### src/ecgbr_pkg.sv
`default_nettype none

package ecgbr_pkg;

    localparam int DIV_W = 24;
    localparam int FRAME_LEN = 18;
    localparam int IDX_W = $clog2(FRAME_LEN);

    localparam logic [IDX_W-1:0] LAST_IDX = IDX_W'(FRAME_LEN - 1);

    localparam logic [15:0] TIMER_PERIOD = 16'd20000;

    localparam logic [7:0] HDR_SYNC = 8'hAA;
    localparam logic [7:0] HDR_ID = 8'hF1;
    localparam logic [7:0] HDR_LEN = 8'h08;
    localparam logic [DIV_W-1:0] DIGIT_RECIP = 24'hCCCCCD;
    localparam int DIGIT_SHIFT = 27;

    localparam logic [1:0] REQ_SAMPLE = 2'd0;
    localparam logic [1:0] REQ_TICK = 2'd1;
    localparam logic [1:0] REQ_TEMP = 2'd2;

    localparam logic [1:0] CFG_RISE_MARGIN = 2'd0;
    localparam logic [1:0] CFG_FALL_MARGIN = 2'd1;
    localparam logic [1:0] CFG_BEATS_PER_RATE = 2'd2;
    localparam logic [1:0] CFG_RATE_NUMERATOR = 2'd3;

    localparam logic [7:0] RISE_MARGIN_RST = 8'd15;
    localparam logic [7:0] FALL_MARGIN_RST = 8'd64;
    localparam logic [1:0] BEATS_PER_RATE_RST = 2'd3;
    localparam logic [23:0] RATE_NUMERATOR_RST = 24'd6000000;

    typedef struct packed {
        logic [1:0]  req_type;
        logic [23:0] ch1_raw;
        logic [23:0] ch2_raw;
        logic [15:0] temp_whole;
        logic [3:0]  temp_tenths;
    } in_word_t;

    typedef struct packed {
        logic [7:0] frame_byte;
        logic       last_byte;
    } out_word_t;

    typedef enum logic [2:0] {
        ST_IDLE,
        ST_CHECK,
        ST_DIV_RATE,
        ST_DIV_TEN,
        ST_EMIT
    } state_t;

    typedef struct packed {
        logic     accept;
        logic     div_start;
        logic     rate_write;
        logic     ten_write;
        logic     load_byte;
    } ctrl_cmd_t;

    typedef struct packed {
        logic in_is_sample;
        logic div_pend;
        logic div_done;
        logic out_free;
        logic byte_last;
    } dp_status_t;

endpackage

`default_nettype wire

### src/ecgbr_ctrl.sv
`default_nettype none

module ecgbr_ctrl (
    input  wire logic                  clk,
    input  wire logic                  rst_n,
    input  wire logic                  in_valid,
    output logic                       in_stall,
    input  wire ecgbr_pkg::dp_status_t status,
    output ecgbr_pkg::ctrl_cmd_t       cmd
);

    ecgbr_pkg::state_t state_reg;
    ecgbr_pkg::state_t state_next;

    always_comb
    begin
        state_next = state_reg;
        case (state_reg)
            ecgbr_pkg::ST_IDLE:
            begin
                if (in_valid && status.in_is_sample)
                begin
                    state_next = ecgbr_pkg::ST_CHECK;
                end
            end
            ecgbr_pkg::ST_CHECK:
            begin
                state_next = status.div_pend ? ecgbr_pkg::ST_DIV_RATE : ecgbr_pkg::ST_EMIT;
            end
            ecgbr_pkg::ST_DIV_RATE:
            begin
                if (status.div_done)
                begin
                    state_next = ecgbr_pkg::ST_DIV_TEN;
                end
            end
            ecgbr_pkg::ST_DIV_TEN:
            begin
                state_next = ecgbr_pkg::ST_EMIT;
            end
            ecgbr_pkg::ST_EMIT:
            begin
                if (status.out_free && status.byte_last)
                begin
                    state_next = ecgbr_pkg::ST_IDLE;
                end
            end
            default:
            begin
                state_next = ecgbr_pkg::ST_IDLE;
            end
        endcase
    end

    always_comb
    begin
        in_stall = 1'b1;
        cmd.accept = 1'b0;
        cmd.div_start = 1'b0;
        cmd.rate_write = 1'b0;
        cmd.ten_write = 1'b0;
        cmd.load_byte = 1'b0;
        case (state_reg)
            ecgbr_pkg::ST_IDLE:
            begin
                in_stall = 1'b0;
                cmd.accept = in_valid;
            end
            ecgbr_pkg::ST_CHECK:
            begin
                cmd.div_start = status.div_pend;
            end
            ecgbr_pkg::ST_DIV_RATE:
            begin
                cmd.rate_write = status.div_done;
            end
            ecgbr_pkg::ST_DIV_TEN:
            begin
                cmd.ten_write = 1'b1;
            end
            ecgbr_pkg::ST_EMIT:
            begin
                cmd.load_byte = status.out_free;
            end
            default:
            begin
            end
        endcase
    end

    always_ff @(posedge clk or negedge rst_n)
    begin
        if (!rst_n)
        begin
            state_reg <= ecgbr_pkg::ST_IDLE;
        end
        else
        begin
            state_reg <= state_next;
        end
    end

endmodule

`default_nettype wire

### config.mk
export PLATFORM = sky130hd
export DESIGN_NAME = ecgbr_ctrl
export DESIGN_NICKNAME = d
export VERILOG_FILES = /design/src/ecgbr_pkg.sv /design/src/ecgbr_ctrl.sv
export SDC_FILE = /design/constraint.sdc
export NUM_CORES = 1
export LEC_CHECK = 0
export BUFFER_PORTS_ARGS = -buffer_cell sky130_fd_sc_hd__buf_2
export CORE_AREA = 5 5 42 44
export DETAILED_ROUTE_END_ITERATION = 16
export DIE_AREA = 0 0 47 49
export SLEW_MARGIN = 0
export SYNTH_ARGS = -nofsm -noshare
export SYNTH_HDL_FRONTEND = slang
export SYNTH_SLANG_ARGS = --single-unit
### constraint.sdc
create_clock -name clk -period 2.3 [get_ports clk]
set_input_delay 0.115 -clock clk [delete_from_list [all_inputs] [get_ports clk]]
set_output_delay 0.115 -clock clk [all_outputs]
set_load 0.1 [all_outputs]
==> flow_summary.json, run 1 <==
{
  "status": "finished clean",
  "wire_per_inst_um": 9.036,
  "grt_start_max_net_pins": 11,
  "cts_made_buffers": 3,
  "avgSynthCellArea_sq_um": 9.270,
  "root_buffer": "clkbuf_4",
  "io_buffers": 13,
  "dp_hpwl_um": 430.4,
  "cts_sinks": 3,
  "synthTopCellsByArea": "dfrtp_1, nand3b_1, and4bb_2, nand2b_1, nand2_1",
  "crit_fanout": 9,
  "drc": 0,
  "synth.distinct_cells": 16,
  "rr_worst_depth": 2,
  "overflow": 0,
  "totalWireLength_um": 506,
  "critical_path_arrival_ps": 1590,
  "synthesis.nets": 30,
  "grtUsageTotal": 0.04581,
  "cp.required_ps": 2180,
  "synth_area_leader_cell": "dfrtp_1",
  "end_kind": "primary output",
  "dieWidth_um": 47,
  "syn-cell-area_sq_um": 203.9,
  "drt-initial-drc-count": 1,
  "start_util": 0.1455,
  "grt_pass1_wl_um": 772,
  "placementRows": 14,
  "synth.top_cell.area_share": 0.3681,
  "maxSlewHeadroom": 0.6771,
  "nets": 49,
  "clock_latency_ps": 230,
  "rsz0062_at_grt": "false",
  "cts_hold_buf": 1,
  "final_util": 0.2357,
  "area_growth_syn_to_layout_pct": 61.96,
  "ys.flop_type": "dfrtp_1",
  "hold_viol_final": 0,
  "first_global_vias": 202,
  "drv_slew": 0,
  "core_sq_mm": 0.001401,
  "clk_pin_slew_worst_paths_ps": 40,
  "grt_antenna_before_repair": 0,
  "setup_viol": 0,
  "synth_edf_count": 0,
  "tightestPinTransition_ps": 487.7,
  "largest_register_ffs": 3,
  "fin_tns_setup_ps": 0,
  "ys_ff_latch": 3,
  "worstSetupPathType": "flip-flop to primary output",
  "hold_depth": 3,
  "synthArstFlopShare": 1.000,
  "max_freq_mhz": 586.0,
  "avgViaCountPerCell": 3.929,
  "cts_setup_buffers": 0,
  "cts_tree": "built",
  "min_period_over_period": 0.7420,
  "cts_max_path_buffers": 2,
  "setup.worst_path.start_class": "flip-flop",
  "yosysWarnings": 0,
  "drive_gt1_frac": 0.5500,
  "period_needed_ps": 1707,
  "gp_congestion": 0.5426,
  "die_h_um": 49,
  "netlist_instances": 22,
  "cts_resized": 0,
  "maxCapViolations": 0,
  "dieArea_sq_mm": 0.002303,
  "hold_class": "input port to flip-flop",
  "diodes": 0,
  "ios": 14,
  "first_pass_iters": 2,
  "ant_nets": 0,
  "vias": 220,
  "htreeDepth": 1,
  "clock_skew_ps": 4.094,
  "synth_seq_area_share": 0.3681
}
[layout make-up]
type,count,area [sq um]
fill,171,1071
multi-input combinational,18,130.1
sequential,3,75.07
timing repair buffer,14,75.07
clock buffer,4,26.28
tap,16,20.02
inverter,1,3.754
[stage by stage]
step	cells	hold WS (ps)	instance area, sq um	setup slack (ps)
finish	56	148.5	330.3	593.4
global route	56	148.5	330.3	500.5
CTS	56	146.2	330.3	566.0
detailed placement	51	-83.54	294.0	820.2
global placement	51	-88.47	294.0	836.4
floorplan	22	-180.6	209.0	358.8
[routing by layer]
layer	part of all wire	global-route usage	wire (um)	vias up
li1	-	-	-	115
met1	0.40	0.05066	203	99
met2	0.48	0.06561	241	6
met3	0.12	0.02583	61	0
met4	0	0.02765	0	0
met5	0	0	0	-
[cells by family (layout without fill, tap and decap cells)]
family                 after synthesis  count (layout)  synth area share
and+or+nand+nor                     15              15            0.5030
AOI/OAI and AO/OA                    3               3            0.1104
DFF                                  3               3            0.3681
buffers and inverters                1              19           0.01839
[worst paths after layout]
check / startpoint / slack, ps / to
worst max-delay path: state_reg[2] / 590 / cmd[4]
worst min-delay path: status[2] / 150 / state_reg[0]
worst max register to register: state_reg[2] / 1290 / state_reg[2]
worst min register to register: state_reg[0] / 570 / state_reg[0]
max in group asynchronous: rst_n / 1990 / state_reg[2]
min in group asynchronous: rst_n / 200 / state_reg[1]
[layout by cell type, fill, tap and decap left out]
cell and instances:
or3_4 1, a211oi_1 1, nand3b_1 2, dfrtp_1 3, and2b_1 1, nor2_1 1, a32o_1 1, and4bb_2 1
nand2b_1 2, buf_2 13, nand2_1 3, nor2_2 1, clkbuf_1 1, and3_2 1, and3b_2 1, nor3_2 1
dlygate4sd3_1 1, clkbuf_4 3, inv_1 1, a21oi_1 1
[synthesized netlist by cell type (2+ instances only)]
library cell and instances:
dfrtp_1 3, nand2_1 3, nand2b_1 2, nand3b_1 2
[critical path: stages, from the launching register on]
cell and delay [ps]:
dfrtp_1 450, or3_4 420, nor2_2 70, buf_2 420
Power of run 1 is not shown: default switching activity piles up to over one toggle a cycle in this logic, so the estimate is an artifact.
==> run 2, diff against run 1 <==
==> constraint.sdc (replaced) <==
create_clock -name clk -period 1.53 [get_ports clk]
set_input_delay 0.0765 -clock clk [delete_from_list [all_inputs] [get_ports clk]]
set_output_delay 0.0765 -clock clk [all_outputs]
set_load 0.1 [all_outputs]
==> flow_summary.json, run 2 (same netlist as run 1, synthesis figures left out) <==
{
  "clock_latency_ps": 230,
  "drive_gt1_frac": 0.6512,
  "cts_max_path_buffers": 2,
  "clk_pin_slew_worst_paths_ps": 40,
  "cp_slowest_stage_delay_ps": 440,
  "crit_fanout": 8,
  "ant_nets": 0,
  "dieArea_sq_mm": 0.002303,
  "max_freq_mhz": 677.0,
  "diodes": 0,
  "fin_tns_setup_ps": 0,
  "overflow": 0,
  "setup.worst_path.start_class": "flip-flop",
  "gp_congestion": 0.7135,
  "setup_viol": 0,
  "area_growth_syn_to_layout_pct": 109.8,
  "drc": 0,
  "maxCapViolations": 0,
  "worst-path-buf-inv": 1,
  "period_needed_ps": 1477,
  "vias": 238,
  "hold_depth": 3,
  "totalWireLength_um": 611,
  "largest_register_ffs": 3,
  "instances_no_fill": 59,
  "ios": 14,
  "worstSetupPathType": "flip-flop to primary output",
  "status": "finished clean",
  "avgViaCountPerCell": 4.034,
  "whs_endpoint": "state_reg[0]",
  "io_buffers": 13,
  "cts_tree": "built",
  "cp_top_family": "simple AND/OR/NAND/NOR gates",
  "r2r_start": "state_reg[1]",
  "placementRows": 14,
  "wire_per_inst_um": 10.36,
  "path_cells": "or3_4 > nor2_4 > buf_12",
  "cts_sinks": 3,
  "drt-initial-drc-count": 1,
  "worstSetupPathDepth": 3,
  "placed_cells": 51,
  "rr_worst_depth": 3,
  "first_global_vias": 226,
  "grtUsageTotal": 0.05932,
  "min_from": "status[2]",
  "root_buffer": "clkbuf_4",
  "critical_path_arrival_ps": 1400,
  "crit_slowest_cell": "dfrtp_2",
  "maxSlewHeadroom": 0.6797,
  "start_util": 0.1455,
  "placed_area_sq_um": 366.6,
  "cp.required_ps": 1450,
  "most-common-layout-cells": "buf_2, buf_12",
  "r2r-end": "state_reg[2]",
  "nets": 52,
  "r2r_slack_ps": 490,
  "grt_start_max_net_pins": 11,
  "clock_skew_ps": 3.414,
  "dp_hpwl_um": 412.2,
  "tightestPinTransition_ps": 483.8,
  "cts_made_buffers": 3,
  "hold_class": "input port to flip-flop",
  "grt_pass1_wl_um": 910,
  "htreeDepth": 1,
  "layout_commonest_cell": "buf_2",
  "hold_viol_final": 0,
  "dieWidth_um": 47,
  "die_h_um": 49,
  "end_kind": "primary output",
  "grt_antenna_before_repair": 0,
  "drv_slew": 0,
  "min_period_over_period": 0.9655,
  "fin_area_sq_um": 427.9,
  "first_pass_iters": 2,
  "core_sq_mm": 0.001401
}
-- run 2: stage by stage --
stage | setup slack [ps] | utilization | hold slack (ps)
2_1_floorplan | -74.88 | - | -219.1
3_3_place_gp | 285.9 | 0.2616 | -123.4
4_1_cts | 18.58 | 0.2875 | 105.6
6_report | 52.82 | 0.3054 | 103.7
3_5_place_dp | 272.7 | 0.2616 | -126.8
5_1_grt | -7.609 | 0.3054 | 108.2
-- run 2: area by class of cell --
cell class                      count  area, sq um
Sequential cell                     3        78.83
Multi-Input combinational cell     18        141.4
Inverter                            1        3.754
Clock buffer                        4        26.28
Timing Repair Buffer               17        157.7
Fill cell                         164        973.4
Tap cell                           16        20.02
-- run 2: worst max-delay path by stage --
stage | startpoint | endpoint | slack [ps]
after CTS | state_reg[0] | cmd[4] | 20
after global routing | state_reg[0] | cmd[4] | -8
after floorplan | state_reg[1] | cmd[4] | -70
after global placement | state_reg[0] | cmd[4] | 290
final | state_reg[0] | cmd[4] | 50
after detailed placement | state_reg[0] | cmd[4] | 270
-- run 2: tightest hold or removal path: cells and delay by family --
kind / cells / cell delay [ps]
buffers and inverters: 1 / 100
AND/OR/NAND/NOR: 1 / 60
AO/OA/AOI/OAI: 1 / 60
-- run 2: what timing repair did --
action | 4_1_cts | 5_1_grt
setup buffers | 0 | 3
endpoints found under the setup margin | 0 | 3
gates resized for setup | 0 | 2
endpoints found under the hold margin | 3 | 0
hold buffers | 1 | 0
-- run 2: per-layer routing --
metal / track usage / part of all wire / vias to the layer above
met1: 0.07539 / 0.45 / 104
met2: 0.06561 / 0.42 / 12
li1: - / - / 120
met4: 0.08295 / 0.033 / 0
met5: 0 / 0 / -
met3: 0.01107 / 0.098 / 2
Power of run 2 is left out for the same reason.
==> run 3, diff against run 2 <==
--- a/config.mk
+++ b/config.mk
@@ -9,6 +9,7 @@
 export CORE_AREA = 5 5 42 44
 export DETAILED_ROUTE_END_ITERATION = 16
 export DIE_AREA = 0 0 47 49
+export REMOVE_ABC_BUFFERS = 1
 export SLEW_MARGIN = 0
 export SYNTH_ARGS = -nofsm -noshare
 export SYNTH_HDL_FRONTEND = slang
==> flow_summary.json, run 3 (same netlist as run 1, synthesis figures left out) <==
{
  "nets": 49,
  "maxCapViolations": 0,
  "avgViaCountPerCell": 3.786,
  "first_global_vias": 193,
  "end_kind": "primary output",
  "layout_commonest_cell": "buf_2",
  "totalWireLength_um": 516,
  "first_pass_iters": 2,
  "cp.required_ps": 1450,
  "clk_pin_slew_worst_paths_ps": 40,
  "hold_viol_final": 0,
  "area_growth_syn_to_layout_pct": 82.82,
  "start_util": 0.1455,
  "dp_hpwl_um": 394.6,
  "largest_register_ffs": 3,
  "clock_skew_ps": 3.986,
  "crit_fanout": 9,
  "cts_sinks": 3,
  "clock_latency_ps": 230,
  "wire_per_inst_um": 9.214,
  "fillers": 164,
  "grtUsageTotal": 0.04795,
  "max_freq_mhz": 681.2,
  "period_needed_ps": 1468,
  "grt_antenna_before_repair": 0,
  "cts_made_buffers": 3,
  "dieWidth_um": 47,
  "fin_ws_ps": 62.08,
  "fin_tns_setup_ps": 0,
  "drt-initial-drc-count": 7,
  "status": "finished clean",
  "crit_slowest_cell": "dfrtp_2",
  "overflow": 0,
  "grt_pass1_wl_um": 759,
  "cts_tree": "built",
  "most-common-layout-cells": "buf_2, nand2_1, clkbuf_4, buf_12",
  "path_cells": "or3_4 > nor2_2 > buf_12",
  "htreeDepth": 1,
  "dpl_worst_slack_ps": 264.2,
  "placementRows": 14,
  "diodes": 0,
  "cp_slowest_stage_delay_ps": 440,
  "io_buffers": 13,
  "gp_congestion": 0.6818,
  "final_util": 0.2661,
  "maxSlewHeadroom": 0.6772,
  "worstSetupPathType": "flip-flop to primary output",
  "critical_path_arrival_ps": 1390,
  "rsz0062_at_grt": "false",
  "ios": 14,
  "tightestPinTransition_ps": 487.5,
  "cts_max_path_buffers": 2,
  "ant_nets": 0,
  "die_h_um": 49,
  "drv_slew": 0,
  "min_period_over_period": 0.9594,
  "core_sq_mm": 0.001401,
  "dieArea_sq_mm": 0.002303,
  "hold_class": "input port to flip-flop",
  "setup_viol": 0,
  "grt_start_max_net_pins": 11,
  "drc": 0,
  "root_buffer": "clkbuf_4",
  "vias": 212,
  "drive_gt1_frac": 0.5750,
  "setup.worst_path.start_class": "flip-flop"
}
run 3: metal layers:
metal	wire, um	global-route usage	part of all wire
met2	211	0.05656	0.41
met4	0	0.04147	0
met1	243	0.06181	0.47
met3	61	0.02214	0.12
met5	0	0	0
run 3: timing repair:
action | in CTS | in global routing
resized for setup | 0 | 2
setup buffers | 0 | 0
hold endpoints to repair | 3 | 0
endpoints found under the setup margin | 0 | 1
hold buffers | 1 | 0
run 3: area by class of cell:
class / count / area [sq um] / area share
well taps: 16 / 20.02 / 0.05369
multi-input cells: 18 / 125.1 / 0.3356
clock buffers: 4 / 26.28 / 0.07047
flip-flops and latches: 3 / 77.57 / 0.2081
inverters: 1 / 3.754 / 0.01007
repair buffers: 14 / 120.1 / 0.3221
run 3: worst paths after layout:
check / startpoint / to / cells after the start / slack [ps]
worst max-delay path: state_reg[2] / cmd[4] / 3 / 60
worst min-delay path: status[2] / state_reg[0] / 3 / 110
worst max register to register: state_reg[0] / state_reg[2] / 2 / 560
worst min register to register: state_reg[2] / state_reg[1] / 1 / 510
max in group asynchronous: rst_n / state_reg[1] / 2 / 1240
min in group asynchronous: rst_n / state_reg[0] / 2 / 170
run 3: critical path, delay by kind of cell (launching register included):
kind	cells	cell delay (ps)
buffers and inverters	1	190
AND/OR/NAND/NOR	2	530
flip-flops	1	440
run 3: per-stage QoR:
step	hold slack (ps)	cells	cell area, sq um
6_report	113.0	56	372.9
2_1_floorplan	-219.1	22	203.9
5_1_grt	128.2	56	372.9
3_5_place_dp	-126.4	51	334.1
4_1_cts	113.0	56	370.4
3_3_place_gp	-127.8	51	334.1
Power of run 3 is left out for the same reason.
